$ cat config.mk
export PLATFORM = sky130hd
export DESIGN_NAME = addressable_led_bit_encoder_top
export DESIGN_NICKNAME = d
export VERILOG_FILES = /design/src/hdl/aled_pkg.sv /design/src/hdl/addressable_led_bit_encoder_top.sv
export SDC_FILE = /design/constraint.sdc
export NUM_CORES = 1
export LEC_CHECK = 0
export BUFFER_PORTS_ARGS = -buffer_cell sky130_fd_sc_hd__buf_2
export CORE_AREA = 2 2 139 141
export DETAILED_ROUTE_END_ITERATION = 7
export DIE_AREA = 0 0 141 143
export PLACE_DENSITY_LB_ADDON = 0.05
export SLEW_MARGIN = 5
export SYNTH_ARGS = -nofsm -noshare
export SYNTH_HDL_FRONTEND = slang
export SYNTH_SLANG_ARGS = --single-unit
$ cat constraint.sdc
create_clock -name clk -period 7.25 [get_ports clk]
set_input_delay 0.725 -clock clk [delete_from_list [all_inputs] [get_ports clk]]
set_output_delay 0.725 -clock clk [all_outputs]
set_load 0.01 [all_outputs]
$ cat src/hdl/aled_pkg.sv
`timescale 1ns / 1ps
`default_nettype none

package aled_pkg;

	localparam int unsigned MAX_CHAIN = 1024;
	localparam int unsigned BITS_PER_PIXEL = 24;
	localparam int unsigned COLOR_BITS = 24;

	localparam int unsigned TICK_W = 16;
	localparam int unsigned CHAIN_W = 11;
	localparam int unsigned CFG_INDEX_W = 3;
	localparam int unsigned CFG_DATA_W = 16;

	localparam logic [CFG_INDEX_W-1:0] REG_ZERO_HIGH = 3'd0;
	localparam logic [CFG_INDEX_W-1:0] REG_ONE_HIGH = 3'd1;
	localparam logic [CFG_INDEX_W-1:0] REG_BIT_PERIOD = 3'd2;
	localparam logic [CFG_INDEX_W-1:0] REG_LATCH = 3'd3;
	localparam logic [CFG_INDEX_W-1:0] REG_CHAIN_LENGTH = 3'd4;

	localparam logic [TICK_W-1:0] ZERO_HIGH_RESET = 16'd40;
	localparam logic [TICK_W-1:0] ONE_HIGH_RESET = 16'd87;
	localparam logic [TICK_W-1:0] BIT_PERIOD_RESET = 16'd156;
	localparam logic [TICK_W-1:0] LATCH_RESET = 16'd12500;
	localparam logic [CHAIN_W-1:0] CHAIN_LENGTH_RESET = 11'd64;

	localparam logic [1:0] ERR_NONE = 2'd0;
	localparam logic [1:0] ERR_CHAIN = 2'd1;
	localparam logic [1:0] ERR_FULL = 2'd2;
	localparam logic [1:0] ERR_UNDERRUN = 2'd3;

	typedef struct packed {
		logic       operation;
		logic [7:0] green;
		logic [7:0] red;
		logic [7:0] blue;
		logic       last_pixel;
	} in_t;

	typedef struct packed {
		logic       line_level;
		logic       accepted;
		logic [1:0] phase;
		logic [1:0] error_code;
		logic       frame_done;
	} out_t;

endpackage

`default_nettype wire

$ cat src/hdl/addressable_led_bit_encoder_top.sv
`timescale 1ns / 1ps
`default_nettype none

// One-wire LED strip encoder. Every input transfer is one tick of the bit timing and may
// offer a pixel; each yields exactly one registered result transfer. The engine state is
// updated in a single registered pass per tick, so a new tick is taken in every cycle
// while in_stall is low. Results go through a two-entry output buffer, and in_stall
// rises only when both entries are full, so a waiting result does not block the next
// tick. The user must write timing registers via cfg port only while idle (unenforced).

module addressable_led_bit_encoder_top #(
	parameter int unsigned BITS_PER_PIXEL = aled_pkg::BITS_PER_PIXEL
) (
	input  wire                                 clk,
	input  wire                                 arst_n,
	input  wire                                 in_valid,
	output logic                                in_stall,
	input  aled_pkg::in_t                       in_data,
	output logic                                out_valid,
	input  wire                                 out_stall,
	output aled_pkg::out_t                      out_data,
	input  wire                                 cfg_we,
	input  wire [aled_pkg::CFG_INDEX_W-1:0]     cfg_index,
	input  wire [aled_pkg::CFG_DATA_W-1:0]      cfg_data
);

	localparam int unsigned BIT_W = $clog2(BITS_PER_PIXEL);
	localparam int unsigned TW = aled_pkg::TICK_W;
	localparam int unsigned CW = aled_pkg::CHAIN_W;

	typedef enum logic [1:0] {
		MODE_IDLE  = 2'd0,
		MODE_SEND  = 2'd1,
		MODE_LATCH = 2'd2
	} mode_t;

	logic [TW-1:0] zero_high_q;
	logic [TW-1:0] one_high_q;
	logic [TW-1:0] bit_period_q;
	logic [TW-1:0] latch_q;
	logic [CW-1:0] chain_length_q;

	mode_t                          mode_q, mode_d;
	logic [aled_pkg::COLOR_BITS-1:0] shift_q, shift_d;
	logic [aled_pkg::COLOR_BITS-1:0] hold_pixel_q, hold_pixel_d;
	logic                           hold_valid_q, hold_valid_d;
	logic                           hold_last_q, hold_last_d;
	logic                           cur_last_q, cur_last_d;
	logic [BIT_W-1:0]               bit_index_q, bit_index_d;
	logic [TW-1:0]                  tick_q, tick_d;
	logic [CW-1:0]                  pixels_q, pixels_d;

	aled_pkg::out_t res;
	aled_pkg::out_t out_q;
	aled_pkg::out_t skid_q;
	logic           out_valid_q;
	logic           skid_valid_q;

	logic           in_acc;
	logic           out_take;
	logic [TW:0]    tick_inc;
	logic           cur_bit;
	logic [TW-1:0]  high_ticks;
	logic [CW-1:0]  limit;

	assign in_stall = skid_valid_q;
	assign in_acc = in_valid && !skid_valid_q;
	assign out_valid = out_valid_q;
	assign out_data = out_q;
	assign out_take = out_valid_q && !out_stall;
	assign tick_inc = {1'b0, tick_q} + {{TW{1'b0}}, 1'b1};

	always_ff @(posedge clk or negedge arst_n) begin
		if (!arst_n) begin
			zero_high_q <= aled_pkg::ZERO_HIGH_RESET;
			one_high_q <= aled_pkg::ONE_HIGH_RESET;
			bit_period_q <= aled_pkg::BIT_PERIOD_RESET;
			latch_q <= aled_pkg::LATCH_RESET;
			chain_length_q <= aled_pkg::CHAIN_LENGTH_RESET;
		end else if (cfg_we) begin
			case (cfg_index)
				aled_pkg::REG_ZERO_HIGH: zero_high_q <= cfg_data;
				aled_pkg::REG_ONE_HIGH: one_high_q <= cfg_data;
				aled_pkg::REG_BIT_PERIOD: bit_period_q <= cfg_data;
				aled_pkg::REG_LATCH: latch_q <= cfg_data;
				aled_pkg::REG_CHAIN_LENGTH: chain_length_q <= cfg_data[CW-1:0];
				default: ;
			endcase
		end
	end

	always_comb begin
		mode_d = mode_q;
		shift_d = shift_q;
		hold_pixel_d = hold_pixel_q;
		hold_valid_d = hold_valid_q;
		hold_last_d = hold_last_q;
		cur_last_d = cur_last_q;
		bit_index_d = bit_index_q;
		tick_d = tick_q;
		pixels_d = pixels_q;
		res = '0;
		res.phase = mode_q;
		res.error_code = aled_pkg::ERR_NONE;
		cur_bit = 1'b0;
		high_ticks = zero_high_q;
		limit = chain_length_q;

		case (mode_q)
			MODE_IDLE: begin
				if (hold_valid_q) begin
					shift_d = hold_pixel_q;
					cur_last_d = hold_last_q;
					hold_valid_d = 1'b0;
					bit_index_d = '0;
					tick_d = '0;
					mode_d = MODE_SEND;
				end
			end
			MODE_SEND: begin
				if (int'(bit_index_q) < int'(aled_pkg::COLOR_BITS)) begin
					cur_bit = shift_q[5'(int'(aled_pkg::COLOR_BITS) - 1 - int'(bit_index_q))];
				end
				high_ticks = cur_bit ? one_high_q : zero_high_q;
				res.line_level = (tick_q < high_ticks);
				tick_d = tick_inc[TW-1:0];
				if (tick_inc >= {1'b0, bit_period_q}) begin
					tick_d = '0;
					if (int'(bit_index_q) + 1 >= int'(BITS_PER_PIXEL)) begin
						bit_index_d = '0;
						if (cur_last_q) begin
							mode_d = MODE_LATCH;
						end else if (hold_valid_q) begin
							shift_d = hold_pixel_q;
							cur_last_d = hold_last_q;
							hold_valid_d = 1'b0;
						end else begin
							res.error_code = aled_pkg::ERR_UNDERRUN;
							mode_d = MODE_LATCH;
							pixels_d = '0;
						end
					end else begin
						bit_index_d = BIT_W'(bit_index_q + 1'b1);
					end
				end
			end
			MODE_LATCH: begin
				tick_d = tick_inc[TW-1:0];
				if (tick_inc >= {1'b0, latch_q}) begin
					tick_d = '0;
					res.frame_done = 1'b1;
					mode_d = MODE_IDLE;
				end
			end
			default: begin
				mode_d = MODE_IDLE;
			end
		endcase

		if (in_data.operation) begin
			if (int'(chain_length_q) > int'(aled_pkg::MAX_CHAIN)) begin
				limit = CW'(aled_pkg::MAX_CHAIN);
			end
			if (pixels_d >= limit) begin
				res.error_code = aled_pkg::ERR_CHAIN;
			end else if (hold_valid_d) begin
				res.error_code = aled_pkg::ERR_FULL;
			end else begin
				hold_pixel_d = {in_data.green, in_data.red, in_data.blue};
				hold_last_d = in_data.last_pixel;
				hold_valid_d = 1'b1;
				res.accepted = 1'b1;
				pixels_d = in_data.last_pixel ? '0 : CW'(pixels_d + 1'b1);
			end
		end
	end

	always_ff @(posedge clk or negedge arst_n) begin
		if (!arst_n) begin
			mode_q <= MODE_IDLE;
			shift_q <= '0;
			hold_pixel_q <= '0;
			hold_valid_q <= 1'b0;
			hold_last_q <= 1'b0;
			cur_last_q <= 1'b0;
			bit_index_q <= '0;
			tick_q <= '0;
			pixels_q <= '0;
			out_valid_q <= 1'b0;
			skid_valid_q <= 1'b0;
		end else begin
			if (in_acc) begin
				mode_q <= mode_d;
				shift_q <= shift_d;
				hold_pixel_q <= hold_pixel_d;
				hold_valid_q <= hold_valid_d;
				hold_last_q <= hold_last_d;
				cur_last_q <= cur_last_d;
				bit_index_q <= bit_index_d;
				tick_q <= tick_d;
				pixels_q <= pixels_d;
			end
			if (out_take) begin
				if (skid_valid_q) begin
					out_q <= skid_q;
					skid_valid_q <= 1'b0;
				end else if (in_acc) begin
					out_q <= res;
				end else begin
					out_valid_q <= 1'b0;
				end
			end else if (in_acc) begin
				if (!out_valid_q) begin
					out_q <= res;
					out_valid_q <= 1'b1;
				end else begin
					skid_q <= res;
					skid_valid_q <= 1'b1;
				end
			end
		end
	end

	a_skid_needs_out: assert property (@(posedge clk) disable iff (!arst_n)
		skid_valid_q |-> out_valid_q)
		else $error("Skid entry is full while the output register is empty.");

	a_idle_loads: assert property (@(posedge clk) disable iff (!arst_n)
		in_acc && mode_q == MODE_IDLE && hold_valid_q |=> mode_q == MODE_SEND)
		else $error("Idle engine did not load the buffered pixel.");

	a_accept_no_reject: assert property (@(posedge clk) disable iff (!arst_n)
		in_acc && res.accepted |->
		res.error_code != aled_pkg::ERR_CHAIN && res.error_code != aled_pkg::ERR_FULL)
		else $error("A pixel was taken and rejected in the same tick.");

	a_done_in_latch: assert property (@(posedge clk) disable iff (!arst_n)
		out_valid_q && out_q.frame_done |-> out_q.phase == MODE_LATCH)
		else $error("Frame end was reported outside the latch phase.");

endmodule

`default_nettype wire
==> impl_metrics.ini, run 1 <==
[die]
pin_count = 59
core_um2 = 18600
die-area_um2 = 20200
start_util_pct = 50.3
core.rowCount = 50
die_h_um = 143
fp.dieW_um = 141

[placed_design]
gp_congestion = 0.864
port-buffer-count = 58
dpl.cell_count = 1080
placedInstanceArea_um2 = 9890
hpwl_um = 15000

[critical_path]
cpPeakStageDelay_ns = 0.58
critPathMaxFanout = 30
arrival_ns = 6.51
cp_cell_sequence = ha_1 -> nand2_1 -> or3_1 -> nor3_1 -> xor2_1 -> ha_1 -> a21oi_1 -> o22ai_1 -> or3_4 -> o2111ai_4 -> nand2_1 -> ha_1 -> nand2b_1 -> a2111oi_0 -> a21oi_1 -> and3_1 -> o21ai_0 -> o2111a_2 -> nand3_2 -> buf_4 -> nor2_2 -> a311oi_1
critical_path_class = register to register
cp-start-kind = register
required_ns = 7.55
crit_path_frequent_cell = ha_1
critPathCaptureType = register
slowest_stage = o2111ai_4

[pwr]
p_sw_share_pct = 34.2
power_density_nw_per_um2 = 328
clkPwrFrac_pct = 27.5
power.internal_mw = 2.27
leakagePower_nw = 4.91
power_frac_seq_pct = 42.5
irDropWorstVdd_mv = 0.173
power_frac_comb_pct = 29.9
power_switching_mw = 1.18

[drt]
drt_pass1_iterations = 5
routedWlPerCell_um = 18.8
drt_wl_total_um = 20900
vias = 6301
viasPerCell = 5.67
drtIter0Drc = 349
drc = 0
ant_nets = 0

[sta]
fin_tns_setup_ns = 0
tightest_slew_ns = 1.10
rsz0062_at_grt = no
period_minus_slack_ns = 6.21
fmax_mhz = 161
skew_ns = 0.0166
hold_viol = 0
fin_crit_sh_pct = 85.6
slew_headroom_pct = 26.7
slew_violations = 0
finalSetupViolCount = 0

[logic_synthesis]
synth_common_cells = dfrtp_1 (144), mux2_2 (116), nand2_1 (82)
ys_async_sr_fraction_pct = 92.0
yosysMostFrequentCell = dfrtp_1
synth-seq-cells = 176
synth-edff-count = 14
synthTopCellsByArea = dfrtp_1 (39%), mux2_2 (14%), ha_1 (8.7%), dfstp_2 (5.1%), edfxtp_1 (4.5%)
synthCells = 809
netlist_area_um2 = 9350
yosysTopAreaCell = dfrtp_1
synthDistinctLibCells = 67
postSynthAreaPerCell_um2 = 11.6
yosysWarnings = 0
synth_flop_cell = dfrtp_1
post-synth-top-area-fraction_pct = 38.5
yosysSeqAreaShare_pct = 48.1
synth_nets = 924

[finish]
insertedDiodeCount = 0
num-nets-final = 980
final_area_um2 = 10500
synthToLayoutAreaGrowth_pct = 12.4
drive_gt1_share_pct = 28.9
nFillCells = 1571
instances_no_fill = 1112

[clocking]
cts_buffers = 17
cts_hold_buf = 0
worst_skew_pair.late_latency_ns = 0.44
post_cts_resized = 0
clk_pin_slew_ns = 0.08
clockBufferDepth = 2
cts_tree = built
cts_root_buf = clkbuf_16
post-cts-setup-buffers = 0
cts.sinks = 176
h-tree-depth = 4

[outcome]
outcome = finished clean

[grt]
grt_pass1_vias = 6479
grt_max_degree = 63
antenna_found_initial = 0
gr-total-overflow = 0
track_usage_pct = 22.0
grt_pass1_wl_um = 34300

[hold_path]
hold_class = primary input to async pin

[run]
drv_cap = 0
## critical path: cells and delay by family (launching register included)
kind                     cells  cell delay (ns)
AO/OA/AOI/OAI                8             2.15
XOR/XNOR                     1             0.30
adder cells (fa/ha/maj)      3             0.87
buffers and inverters        1             0.24
flip-flops                   1             0.47
AND/OR/NAND/NOR              9             2.03
## placed cells by master (no fill, tap or decap), types with 18 or more instances in the layout
cell type,n
a21o_1,20
a21oi_1,22
buf_2,57
dfrtp_1,144
dfstp_2,18
ha_1,65
inv_1,48
mux2_2,116
mux2i_1,21
nand2_1,82
nand3_1,19
nor2_1,23
o21ai_0,39
## through the flow
stage | power [mW] | setup slack [ns] | utilization (%) | hold slack (ns)
after CTS | 3.49 | 1.08 | 56.6 | 0.237
after global routing | 3.66 | 0.419 | 56.6 | 0.247
after global placement | 2.48 | 1.27 | 53.2 | 0.486
after detailed placement | 2.52 | 1.11 | 53.2 | 0.492
after floorplan | 2.20 | 1.55 | - | 0.429
final | 3.45 | 1.04 | 56.6 | 0.233
## cells by family after synthesis
family / Yosys count / synth area share (%)
AND/OR/NAND/NOR: 201 / 10.6
multiplexers: 144 / 17.9
adder cells (fa/ha/maj): 65 / 8.70
flip-flops: 176 / 48.1
AO/OA/AOI/OAI: 136 / 10.2
XOR/XNOR: 12 / 1.12
buffers and inverters: 75 / 3.32
## path summary, 6_finish.rpt
check / from / endpoint / slack, ns / depth (start not counted)
setup / recovery: tick_q[0] / pixels_q[6] / 1.04 / 22
hold reg to reg: shift_q[4] / shift_q[4] / 0.51 / 1
min in group clk: in_data[0] / pixels_q[2] / 0.49 / 2
max in group asynchronous: arst_n / one_high_q[9] / 5.15 / 3
hold / removal: arst_n / bit_index_q[3] / 0.23 / 1
setup reg to reg: tick_q[0] / pixels_q[6] / 1.04 / 22
## sequential cells by signal, indices dropped and copies added, names as in the netlist, 11 cells and up
| register | cells |
|---|---|
| pixels_q | 11 |
| latch_q | 16 |
| chain_length_q | 11 |
| zero_high_q | 16 |
| bit_period_q | 16 |
| hold_pixel_q | 24 |
| tick_q | 16 |
| one_high_q | 16 |
| shift_q | 24 |
## routing by layer
metal  track usage [%]  wire, um
met1              28.9      9770
met2              37.8     10300
met3              4.19       515
met4              5.53       283
met5                 0         0
## power groups by stage
stage	registers, mW	clock network (mW)	logic [mW]
3_5_place_dp	1.49	0	1.04
3_3_place_gp	1.47	0	1.01
4_1_cts	1.47	0.973	1.05
5_1_grt	1.51	1.01	1.14
2_1_floorplan	1.42	0	0.782
6_report	1.47	0.949	1.03
## layout make-up
type,instances,area [um2],share of cell area (%)
Multi-Input combinational cell,558,4570,43.5
Sequential cell,176,4500,42.8
Clock buffer,17,425,4.05
Timing Repair Buffer,64,342,3.25
Tap cell,234,293,2.78
Clock inverter,15,203,1.93
Inverter,48,180,1.71
(Power assumes the default switching activity.)
==> run 2: changes to the inputs <==
- CAP_MARGIN: unset -> 30
- RECOVER_POWER: unset -> 100
==> run 2 against run 1 <==
- the flow now finishes with violations (max-capacitance violations, max-slew violations)
- sequential share of layout area increased by 0.42 points
- power decreased by 1.3%
- non-clock buffer count rose by 5
- global-route usage is 0.13 points higher
- largest cell class unchanged
- flip-flop and latch count is the same
- core utilization fell by 0.55 points
- via count rose by 0.94%
- critical path depth fell by 1
- clock skew is 0.0033 ns lower
==> impl_metrics.ini, run 2 (synthesis gave the netlist of run 1 again) <==
[outcome]
outcome = finished with violations
violations = max-capacitance violations, max-slew violations

[drt]
routedWlPerCell_um = 18.7
ant_nets = 0
drtIter0Drc = 355
vias = 6360
drc = 0
drt_wl_total_um = 20900
drt_pass1_iterations = 5
viasPerCell = 5.69

[pwr]
power_frac_seq_pct = 43.1
power_frac_comb_pct = 30.0
irDropWorstVdd_mv = 0.187
leakagePower_nw = 4.86
power_switching_mw = 1.15
p_sw_share_pct = 33.7
power_density_nw_per_um2 = 327
power.internal_mw = 2.26
clkPwrFrac_pct = 26.9

[die]
core_um2 = 18600
die-area_um2 = 20200
fp.dieW_um = 141
pin_count = 59
core.rowCount = 50
start_util_pct = 50.3
die_h_um = 143

[finish]
reg.largest.list = hold_pixel_q: 24 flops, shift_q: 24 flops
synthToLayoutAreaGrowth_pct = 11.3
drive_gt1_share_pct = 26.3
final_common_cell = dfrtp_1
num-nets-final = 985
final_cell_mix = dfrtp_1 (144), mux2_2 (116), nand2_1 (82)
post-route-util_pct = 56.0
insertedDiodeCount = 0
nFillCells = 1573

[clocking]
cts_buffers = 17
cts_root_buf = clkbuf_16
cts.sinks = 176
h-tree-depth = 4
cts_hold_buf = 0
post_cts_resized = 0
worst_skew_pair.late_latency_ns = 0.44
clk_pin_slew_ns = 0.08
clockBufferDepth = 2
cts_tree = built
post-cts-setup-buffers = 0

[critical_path]
critical_path_class = register to register
arrival_ns = 6.56
critPathMaxFanout = 27
critPathCaptureType = register
cp-start-kind = register
required_ns = 7.59

[sta]
hold_viol = 0
fin_crit_sh_pct = 85.8
fmax_mhz = 161
worst_slack_ns = 1.03
skew_ns = 0.0133
period_minus_slack_ns = 6.22
hold_ws_ns = 0.488
slew_violations = 123
rsz0062_at_grt = no
finalSetupViolCount = 0
fin_tns_setup_ns = 0
slew_headroom_pct = -88.9
tightest_slew_ns = 2.83

[grt]
grt_max_degree = 63
grt_pass1_wl_um = 34600
gr-total-overflow = 0
grt_pass1_vias = 6571
track_usage_pct = 22.1
antenna_found_initial = 0

[placed_design]
pre_cts_ws_ns = 1.11
hpwl_um = 15300
gp_congestion = 0.864
port-buffer-count = 58

[hold_path]
hold_class = primary input to register

[run]
drv_cap = 3
==> run 2: cell count changes in the layout (fill, tap and decap cells not counted), sizes merged <==
cell      before  now
clkinv         7    6
inv           55   57
clkbuf        17   37
buf           64   49
clkinvlp       1    0
==> run 2: worst paths after layout <==
path	from	endpoint	slack, ns	cells past startpoint
max in group asynchronous	arst_n	zero_high_q[10]	1.93	3
min reg2reg	hold_pixel_q[1]	hold_pixel_q[1]	0.50	1
max	tick_q[0]	pixels_q[6]	1.03	21
min in group asynchronous	arst_n	tick_q[0]	1.20	1
max reg2reg	tick_q[0]	pixels_q[6]	1.03	21
min	in_data[0]	pixels_q[2]	0.49	2
==> run 2: power groups by stage <==
| stage | Clock [mW] | Sequential (mW) | Combinational (mW) |
|---|---|---|---|
| finish | 0.915 | 1.47 | 1.02 |
| global route | 0.976 | 1.51 | 1.14 |
| CTS | 0.939 | 1.47 | 1.04 |
| detailed placement | 0 | 1.49 | 1.04 |
| global placement | 0 | 1.47 | 1.01 |
| floorplan | 0 | 1.42 | 0.782 |
==> run 2: per-stage QoR <==
stage          instances  area, um2  power (mW)
3_3_place_gp        1080       9890        2.48
3_5_place_dp        1083       9940        2.53
2_1_floorplan        809       9350        2.20
5_1_grt             1117      10400        3.63
4_1_cts             1115      10500        3.45
6_report            1117      10400        3.40
==> run 2: routing by layer <==
metal  routed length [um]  vias to the layer above  track usage (%)
met1                 9820                     3210             29.5
met3                  429                       15             3.66
li1                     -                     3051                -
met4                  203                        0             5.89
met2                10400                       84             37.8
met5                    0                        -                0
==> run 2: cell type report <==
| class | instances | area (um2) | share of cell area, % |
|---|---|---|---|
| Inverter | 48 | 180 | 1.73 |
| Timing Repair Buffer | 69 | 328 | 3.15 |
| Sequential cell | 176 | 4500 | 43.2 |
| Clock inverter | 15 | 168 | 1.61 |
| Clock buffer | 17 | 425 | 4.09 |
| Multi-Input combinational cell | 558 | 4520 | 43.4 |
| Tap cell | 234 | 293 | 2.81 |
==> run 2: critical path, stage by stage, from the launching register on <==
cell and delay (ns):
dfrtp_1 0.48, ha_1 0.25, nand2_1 0.11, or3_1 0.44, nor3_1 0.23, xor2_1 0.29, ha_1 0.30, a21oi_1 0.15
o22ai_1 0.09, or3_1 0.41, o2111ai_4 0.58, nand2_1 0.17, ha_1 0.31, nand2b_1 0.13, a2111oi_0 0.40, a21oi_1 0.11
and3_1 0.19, o21ai_0 0.30, o2111ai_1 0.31, nor2_1 0.43, a31oi_1 0.14, a311oi_1 0.27
